[src/hdl/fal_pkg.sv]
`timescale 1ns / 1ps
// ----------------------------------------------------------------------------
// fal_pkg
// Shared widths, request codes and sequencer states of the frame allocator.
// ----------------------------------------------------------------------------
package fal_pkg;

    localparam int FAL_NUM_FRAMES = 32;

    localparam int CFG_W   = 6;
    localparam int REQ_W   = 2;
    localparam int IDX_W   = 5;
    localparam int PID_W   = 8;
    localparam int PAGE_W  = 12;
    localparam int STAMP_W = 32;

    localparam logic [CFG_W-1:0] CFG_RESET = CFG_W'(32);

    localparam logic [REQ_W-1:0] REQ_ALLOC = 2'd0;
    localparam logic [REQ_W-1:0] REQ_FREE  = 2'd1;
    localparam logic [REQ_W-1:0] REQ_TOUCH = 2'd2;

    typedef enum logic [5:0] {
        S_IDLE   = 6'b000001,
        S_SCAN   = 6'b000010,
        S_DRAIN  = 6'b000100,
        S_RDMETA = 6'b001000,
        S_EVWR   = 6'b010000,
        S_PUSH   = 6'b100000
    } t_state;

endpackage

[src/hdl/frame_allocator_lru.sv]
`timescale 1ns / 1ps
// ----------------------------------------------------------------------------
// frame_allocator_lru
// Physical frame table with lowest-free allocation and LRU eviction.
// ----------------------------------------------------------------------------
// Input channel (i_in_valid / o_in_ready) takes one request word: allocate,
// free or touch. Output channel (o_out_valid / i_out_ready) returns exactly
// one result word per request. The config channel (i_cfg_valid, always
// ready) sets the number of frames managed; write it only while idle.
// A single scan pointer walks the frame table one frame per cycle, checking
// the used bit and feeding one stamp comparator through the registered read
// port of the stamp memory. The block takes one request at a time and is
// ready only in its idle state.
// Free and touch go from idle straight to the push state; allocate scans
// for the lowest free frame and, when every managed frame is taken, steps
// through scan, compare drain, metadata read and eviction write before push.
// A finished result waits in the output register while the receiver
// stalls; the next request is already accepted and waits for the slot.
// Reset (synchronous, active low) marks every frame free and sets the frame
// count to 32; frame owner, page and stamp memories are not cleared.
// ----------------------------------------------------------------------------
module frame_allocator_lru #(
    parameter int NUM_FRAMES = fal_pkg::FAL_NUM_FRAMES
) (
    input  logic                         i_clk,
    input  logic                         i_rst_n,
    input  logic                         i_cfg_valid,
    output logic                         o_cfg_ready,
    input  logic [fal_pkg::CFG_W-1:0]    i_cfg_data,
    input  logic                         i_in_valid,
    output logic                         o_in_ready,
    input  logic [fal_pkg::REQ_W-1:0]    i_req_type,
    input  logic [fal_pkg::IDX_W-1:0]    i_frame_index,
    input  logic [fal_pkg::PID_W-1:0]    i_owner_pid,
    input  logic [fal_pkg::PAGE_W-1:0]   i_virtual_page,
    input  logic [fal_pkg::STAMP_W-1:0]  i_time_stamp,
    output logic                         o_out_valid,
    input  logic                         i_out_ready,
    output logic [fal_pkg::IDX_W-1:0]    o_result_frame,
    output logic                         o_evicted,
    output logic [fal_pkg::PID_W-1:0]    o_evicted_pid,
    output logic [fal_pkg::PAGE_W-1:0]   o_evicted_page
);
    import fal_pkg::*;

    localparam int FW     = $clog2(NUM_FRAMES);
    localparam int CW     = $clog2(NUM_FRAMES + 1);
    localparam int AW     = (CW > CFG_W) ? CW : CFG_W;
    localparam int IW     = (FW > IDX_W) ? FW : IDX_W;
    localparam int META_W = PID_W + PAGE_W;

    t_state                 r_state, n_state;
    logic [CFG_W-1:0]       r_cfg;
    logic [NUM_FRAMES-1:0]  r_used, n_used;
    logic [FW-1:0]          r_ptr, n_ptr;

    logic                   r_q_vld;
    logic [FW-1:0]          r_q_idx;
    logic [STAMP_W-1:0]     r_stamp_q;
    logic [STAMP_W-1:0]     r_best;
    logic [FW-1:0]          r_victim;
    logic [META_W-1:0]      r_meta_q;

    logic [PID_W-1:0]       r_req_pid;
    logic [PAGE_W-1:0]      r_req_page;
    logic [STAMP_W-1:0]     r_req_stamp;

    logic [IDX_W-1:0]       r_res_frame, n_res_frame;
    logic                   r_res_ev, n_res_ev;
    logic [PID_W-1:0]       r_res_pid, n_res_pid;
    logic [PAGE_W-1:0]      r_res_page, n_res_page;

    logic                   r_out_valid;
    logic [IDX_W-1:0]       r_out_frame;
    logic                   r_out_ev;
    logic [PID_W-1:0]       r_out_pid;
    logic [PAGE_W-1:0]      r_out_page;

    logic [STAMP_W-1:0]     r_stamp_mem [NUM_FRAMES];
    logic [META_W-1:0]      r_meta_mem  [NUM_FRAMES];

    logic                   in_acc;
    logic                   out_free;
    logic [AW-1:0]          cfg_ext;
    logic [FW-1:0]          n_last;
    logic                   in_range;
    logic [FW-1:0]          idx_f;
    logic                   stamp_we;
    logic                   meta_we;
    logic [FW-1:0]          waddr;
    logic [STAMP_W-1:0]     wstamp;

    assign o_cfg_ready = 1'b1;
    assign o_in_ready  = (r_state == S_IDLE);
    assign in_acc      = i_in_valid && o_in_ready;
    assign out_free    = !r_out_valid || i_out_ready;

    // Effective frame count minus one: zero counts as one, clip at table size
    assign cfg_ext = AW'(r_cfg);
    always_comb begin
        if (cfg_ext == '0) begin
            n_last = '0;
        end else if (cfg_ext > AW'(NUM_FRAMES)) begin
            n_last = FW'(NUM_FRAMES - 1);
        end else begin
            n_last = FW'(cfg_ext - AW'(1));
        end
    end

    assign in_range = IW'(i_frame_index) <= IW'(n_last);
    assign idx_f    = FW'(i_frame_index);

    always_comb begin
        n_state     = r_state;
        n_ptr       = r_ptr;
        n_used      = r_used;
        n_res_frame = r_res_frame;
        n_res_ev    = r_res_ev;
        n_res_pid   = r_res_pid;
        n_res_page  = r_res_page;
        stamp_we    = 1'b0;
        meta_we     = 1'b0;
        waddr       = r_ptr;
        wstamp      = r_req_stamp;
        case (r_state)
            S_IDLE: begin
                if (in_acc) begin
                    n_ptr = '0;
                    if (i_req_type == REQ_ALLOC) begin
                        n_state = S_SCAN;
                    end else begin
                        // Free, touch and unknown codes all echo the index
                        n_state     = S_PUSH;
                        n_res_frame = i_frame_index;
                        n_res_ev    = 1'b0;
                        n_res_pid   = '0;
                        n_res_page  = '0;
                        case (i_req_type)
                            REQ_FREE: begin
                                if (in_range) begin
                                    n_used[idx_f] = 1'b0;
                                end
                            end
                            REQ_TOUCH: begin
                                if (in_range) begin
                                    stamp_we = 1'b1;
                                    waddr    = idx_f;
                                    wstamp   = i_time_stamp;
                                end
                            end
                            default: begin
                            end
                        endcase
                    end
                end
            end
            S_SCAN: begin
                if (!r_used[r_ptr]) begin
                    // First free frame: take it and drop the running minimum
                    n_used[r_ptr] = 1'b1;
                    stamp_we      = 1'b1;
                    meta_we       = 1'b1;
                    waddr         = r_ptr;
                    n_res_frame   = IDX_W'(r_ptr);
                    n_res_ev      = 1'b0;
                    n_res_pid     = '0;
                    n_res_page    = '0;
                    n_state       = S_PUSH;
                end else if (r_ptr == n_last) begin
                    n_state = S_DRAIN;
                end else begin
                    n_ptr = r_ptr + FW'(1);
                end
            end
            S_DRAIN: begin
                n_state = S_RDMETA;
            end
            S_RDMETA: begin
                n_state = S_EVWR;
            end
            S_EVWR: begin
                stamp_we    = 1'b1;
                meta_we     = 1'b1;
                waddr       = r_victim;
                n_res_frame = IDX_W'(r_victim);
                n_res_ev    = 1'b1;
                n_res_pid   = r_meta_q[META_W-1:PAGE_W];
                n_res_page  = r_meta_q[PAGE_W-1:0];
                n_state     = S_PUSH;
            end
            S_PUSH: begin
                if (out_free) begin
                    n_state = S_IDLE;
                end
            end
            default: begin
                n_state = S_IDLE;
            end
        endcase
    end

    // Control state
    always_ff @(posedge i_clk) begin
        if (!i_rst_n) begin
            r_state     <= S_IDLE;
            r_cfg       <= CFG_RESET;
            r_used      <= '0;
            r_q_vld     <= 1'b0;
            r_out_valid <= 1'b0;
        end else begin
            r_state <= n_state;
            r_used  <= n_used;
            r_q_vld <= (r_state == S_SCAN) && r_used[r_ptr];
            if (i_cfg_valid && o_cfg_ready) begin
                r_cfg <= i_cfg_data;
            end
            if (r_state == S_PUSH && out_free) begin
                r_out_valid <= 1'b1;
            end else if (i_out_ready) begin
                r_out_valid <= 1'b0;
            end
        end
    end

    // Datapath
    always_ff @(posedge i_clk) begin
        r_ptr       <= n_ptr;
        r_q_idx     <= r_ptr;
        r_res_frame <= n_res_frame;
        r_res_ev    <= n_res_ev;
        r_res_pid   <= n_res_pid;
        r_res_page  <= n_res_page;
        if (in_acc) begin
            r_req_pid   <= i_owner_pid;
            r_req_page  <= i_virtual_page;
            r_req_stamp <= i_time_stamp;
        end
        // Shared comparator: strictly smaller wins, so ties keep the lower index
        if (r_q_vld && (r_q_idx == '0 || r_stamp_q < r_best)) begin
            r_best   <= r_stamp_q;
            r_victim <= r_q_idx;
        end
        if (r_state == S_PUSH && out_free) begin
            r_out_frame <= r_res_frame;
            r_out_ev    <= r_res_ev;
            r_out_pid   <= r_res_pid;
            r_out_page  <= r_res_page;
        end
    end

    // Frame memories, one write and one registered read each
    always_ff @(posedge i_clk) begin
        if (stamp_we) begin
            r_stamp_mem[waddr] <= wstamp;
        end
        r_stamp_q <= r_stamp_mem[r_ptr];
    end

    always_ff @(posedge i_clk) begin
        if (meta_we) begin
            r_meta_mem[waddr] <= {r_req_pid, r_req_page};
        end
        r_meta_q <= r_meta_mem[r_victim];
    end

    assign o_out_valid    = r_out_valid;
    assign o_result_frame = r_out_frame;
    assign o_evicted      = r_out_ev;
    assign o_evicted_pid  = r_out_pid;
    assign o_evicted_page = r_out_page;

    a_victim_used: assert property (@(posedge i_clk) disable iff (!i_rst_n)
        (r_state == S_EVWR) |-> (r_used[r_victim] && r_victim <= n_last))
        else $error("eviction target is not an occupied frame in range");

    a_scan_bound: assert property (@(posedge i_clk) disable iff (!i_rst_n)
        (r_state == S_SCAN) |-> (r_ptr <= n_last))
        else $error("scan pointer passed the last frame in use");

    a_push_hold: assert property (@(posedge i_clk) disable iff (!i_rst_n)
        (r_state == S_PUSH && r_out_valid && !i_out_ready) |=> (r_state == S_PUSH))
        else $error("result left the sequencer while the output slot was full");

    a_ready_idle: assert property (@(posedge i_clk) disable iff (!i_rst_n)
        (r_state == S_EVWR) |=> (!o_in_ready && r_state == S_PUSH))
        else $error("eviction did not hand its result to the output stage");

endmodule

[config.mk]
export PLATFORM = sky130hd
export DESIGN_NAME = frame_allocator_lru
export DESIGN_NICKNAME = d
export VERILOG_FILES = /design/src/hdl/fal_pkg.sv /design/src/hdl/frame_allocator_lru.sv
export SDC_FILE = /design/constraint.sdc
export NUM_CORES = 2
export LEC_CHECK = 0
export BUFFER_PORTS_ARGS = -buffer_cell sky130_fd_sc_hd__clkbuf_2
export CAP_MARGIN = 10
export CORE_ASPECT_RATIO = 0.8
export CORE_MARGIN = 8
export CORE_UTILIZATION = 40
export CTS_CLUSTER_DIAMETER = 200
export DETAILED_ROUTE_END_ITERATION = 8
export GPL_TIMING_DRIVEN = 0
export PLACE_DENSITY = 0.57
export SKIP_CTS_REPAIR_TIMING = 1
export SLEW_MARGIN = 30
export SYNTH_ARGS = -nofsm -noshare
export SYNTH_HDL_FRONTEND = slang
export SYNTH_SLANG_ARGS = --single-unit
[constraint.sdc]
create_clock -name i_clk -period 13.95 [get_ports i_clk]
set_input_delay 0.6975 -clock i_clk [delete_from_list [all_inputs] [get_ports i_clk]]
set_output_delay 0.6975 -clock i_clk [all_outputs]
set_load 0.005 [all_outputs]
==> summary.txt <==
Min path
  • Worst Hold Class: in2reg
  • WHS Path Cells: 1
  • Worst hold start: i_virtual_page[6]

Drt
  • Via count: 36500
  • Final WL: 198000 um
  • # DRC: 0
  • DRT Pass-1 Iters: 6
  • Via density per instance: 5.80
  • DR WL/cell: 31.5 um
  • DR iter-0 viols: 5363
  • Post-route ant nets: 0

Critical path
  • Kind of critical path: reg2reg
  • Register-to-Register Setup Slack: 7.56 ns
  • Crit path launch: cfg_ext[0]
  • RR Startpoint: cfg_ext[0]
  • Delay of the slowest cell on the worst path: 0.84 ns
  • CP cell instances: inv_1, ha_1, or4b_2, clkbuf_1, nor2_1, o21a_1, ha_1, o21ai_0, a21oi_1, o31ai_2, a21oi_2, a221oi_2, nand3b_1, nor2_4, buf_16, buf_16
  • Required @ worst endpoint: 14.44 ns
  • Arr. time, crit path: 6.88 ns
  • CP Buf/Inv Count: 4
  • WP depth: 16
  • Reg2reg end: r_stamp_mem[4][7]
  • CP endpoint kind: flop
  • Reg2Reg Depth: 16
  • CP Launch Type: flop
  • Critical path capture point: r_stamp_mem[4][7]
  • Crit Path Max Fanout: 13
  • Critical-path top delay cell: nor2_4
  • Top delay family on crit path: simple AND/OR/NAND/NOR gates

Pwr
  • VDD IR max: 0.0000900 V
  • Leakage Power: 27.1 nW
  • PD cells: 145 nW/um2

CTS
  • Root buf cell: clkbuf_16
  • CTS Buf Count: 186
  • CTS tree: done
  • Clock sink total: 1913
  • H-tree depth: 4
  • Reg clk slew, reported paths: 0.07 ns
  • CTS Buffer Depth: 3
  • Worst-Skew Late Latency: 0.84 ns

Synth
  • Synthesized net count: 3415
  • Yosys reg bits: 1913
  • Largest area contributor in the netlist: edfxtp_1
  • Avg Cell Area, Syn: 22.0 um2
  • Mapped cell area: 72700 um2
  • YS warnings: 0
  • Synth cell types: 75
  • Predominant post-synthesis flop cell: edfxtp_1
  • EDFF count, synth: 1810
  • Fraction of registers with async set/reset: 0%
  • Sequential area share after synthesis: 77.7%
  • Synth area leaders: edfxtp_1 (75%), mux4_2 (14%), dfxtp_1 (2.8%), a22oi_1 (1.2%), mux2_2 (1.0%)
  • Post-synth top area share: 74.8%
  • Cells after Synth: 3303

Run status
  • Status: finished, final reports clean

Placement
  • Routability cong.: 0.822
  • Detailed Place HPWL: 133000 um
  • Place WS: 7.72 ns
  • Post-place instance area: 79700 um2
  • Port bufs: 95

STA
  • Peak Freq: 157 MHz
  • Minimum clock period after layout: 6.39 ns
  • Period Utilization, post-route: 45.8%
  • Setup_tns: 0 ns
  • RSZ-0062 raised after global routing: false
  • Rel. slew slack: 33.0%
  • Final Hold Vio Count: 0
  • Setup-failing EPs final: 0
  • Pins Over Slew Limit: 0
  • PnR worst setup slack: 7.56 ns
  • Clock Skew: 0.0551 ns
  • Worst-Margin Slew: 1.00 ns

Global route
  • Largest net degree at the start of global routing: 36
  • Initial antenna violation count: 18
  • Total GRT Usage: 19.9%
  • Vias in the first global route: 36000
  • Overflow after GRT: 0
  • Global-route wire length before repair: 277000 um

Floorplan
  • Die Y: 397 um
  • Die X: 492 um
  • FP Rows: 140
  • IO Pins: 99
  • Core footprint: 181000 um2
  • Die area: 196000 um2
  • Initial Utilization: 40.1%

Final layout
  • Final nets: 3828
  • Share of cells above drive strength 1: 31.4%
  • Design area: 85900 um2
  • Most common cell after layout, fill and taps aside: edfxtp_1
  • Area Growth Syn to Fin: 18.2%
  • Commonest non-fill, non-tap cells in the layout: edfxtp_1 (1810), mux4_2 (458), clkbuf_16 (187)
  • Multi-input gate area in the final layout: 15900 um2
  • Number of fill cells in the layout: 14700
  • Reg area: 56400 um2

Run
  • Max Cap Viol: 0
-- metal layers --
metal | track usage [%] | vias to the layer above | wire [um]
met4 | 4.40 | 2 | 3830
met1 | 30.7 | 19600 | 89100
li1 | - | 14800 | -
met3 | 4.87 | 270 | 19600
met5 | 0 | - | 7
met2 | 28.7 | 1819 | 85300
-- report_power, final --
part | switching, mW | internal, mW | total, mW
Clock | 2.21 | 2.76 | 4.97
Sequential | 0.0608 | 6.49 | 6.55
Combinational | 0.626 | 0.303 | 0.929
Total | 2.90 | 9.55 | 12.4
-- final cells by class --
type / count / area share [%]
diodes: 1 / 0.00291
plain buffers: 169 / 0.905
clock buffers: 245 / 5.88
clock inverters: 104 / 1.11
inverters: 44 / 0.200
multi-input cells: 1177 / 18.5
flip-flops and latches: 1913 / 65.7
well taps: 2414 / 3.52
repair buffers: 225 / 4.20
-- how the worst min path moves through the flow --
stage | to | slack, ns
after floorplan | r_q_idx[4] | 0.38
after global placement | o_evicted | 0.40
after detailed placement | o_evicted_page[4] | 0.40
after CTS | r_req_page[6] | -0.01
after global routing | r_req_page[6] | 0.004
final | r_req_page[6] | 0.06
-- cells in the mapped netlist (all sizes together) (4+ instances only) --
| library cell | n |
|---|---|
| a211oi | 12 |
| a21o | 5 |
| a21oi | 24 |
| a221o | 8 |
| a221oi | 4 |
| a22oi | 119 |
| a31oi | 17 |
| and2 | 30 |
| buf | 61 |
| clkbuf | 108 |
| dfxtp | 103 |
| edfxtp | 1810 |
| ha | 42 |
| inv | 42 |
| mux2 | 67 |
| mux2i | 11 |
| mux4 | 458 |
| nand2 | 48 |
| nand2b | 7 |
| nand3 | 19 |
| nand3b | 11 |
| nand4 | 41 |
| nor2 | 121 |
| nor3 | 27 |
| nor3b | 4 |
| nor4 | 8 |
| o211ai | 9 |
| o21ai | 15 |
| o221a | 6 |
| xnor2 | 4 |
-- metrics by stage --
stage          utilization, %  instances  hold slack [ns]  power, mW
3_3_place_gp             42.0       5812            0.401       7.54
5_1_grt                  47.4       6291          0.00448       12.8
2_1_floorplan               -       3303            0.375       7.16
6_report                 47.4       6292           0.0552       12.4
3_5_place_dp             43.9       5926            0.405       7.59
4_1_cts                  47.3       6275          -0.0140       12.5
-- flip-flops by register name, indices dropped and copies added (netlist names), 20 cells and up --
name	flops
r_req_stamp	32
r_stamp_q	32
r_meta_q	20
r_meta_mem	640
r_used	32
r_stamp_mem	1024
r_best	32
-- logic make-up (layout without fill, tap and decap cells) --
family / count (synthesis) / after routing / share of synthesized area (%)
buffers and inverters: 213 / 787 / 1.18
muxes: 536 / 536 / 15.4
DFF: 1913 / 1913 / 77.7
adders and majority gates: 43 / 43 / 0.737
xor gates and xnor gates: 6 / 6 / 0.0723
and+or+nand+nor: 345 / 345 / 2.46
other: 1 / 2 / 0.00516
AOI/OAI and AO/OA: 246 / 246 / 2.50
No activity file was read; power rests on OpenSTA's default activity.
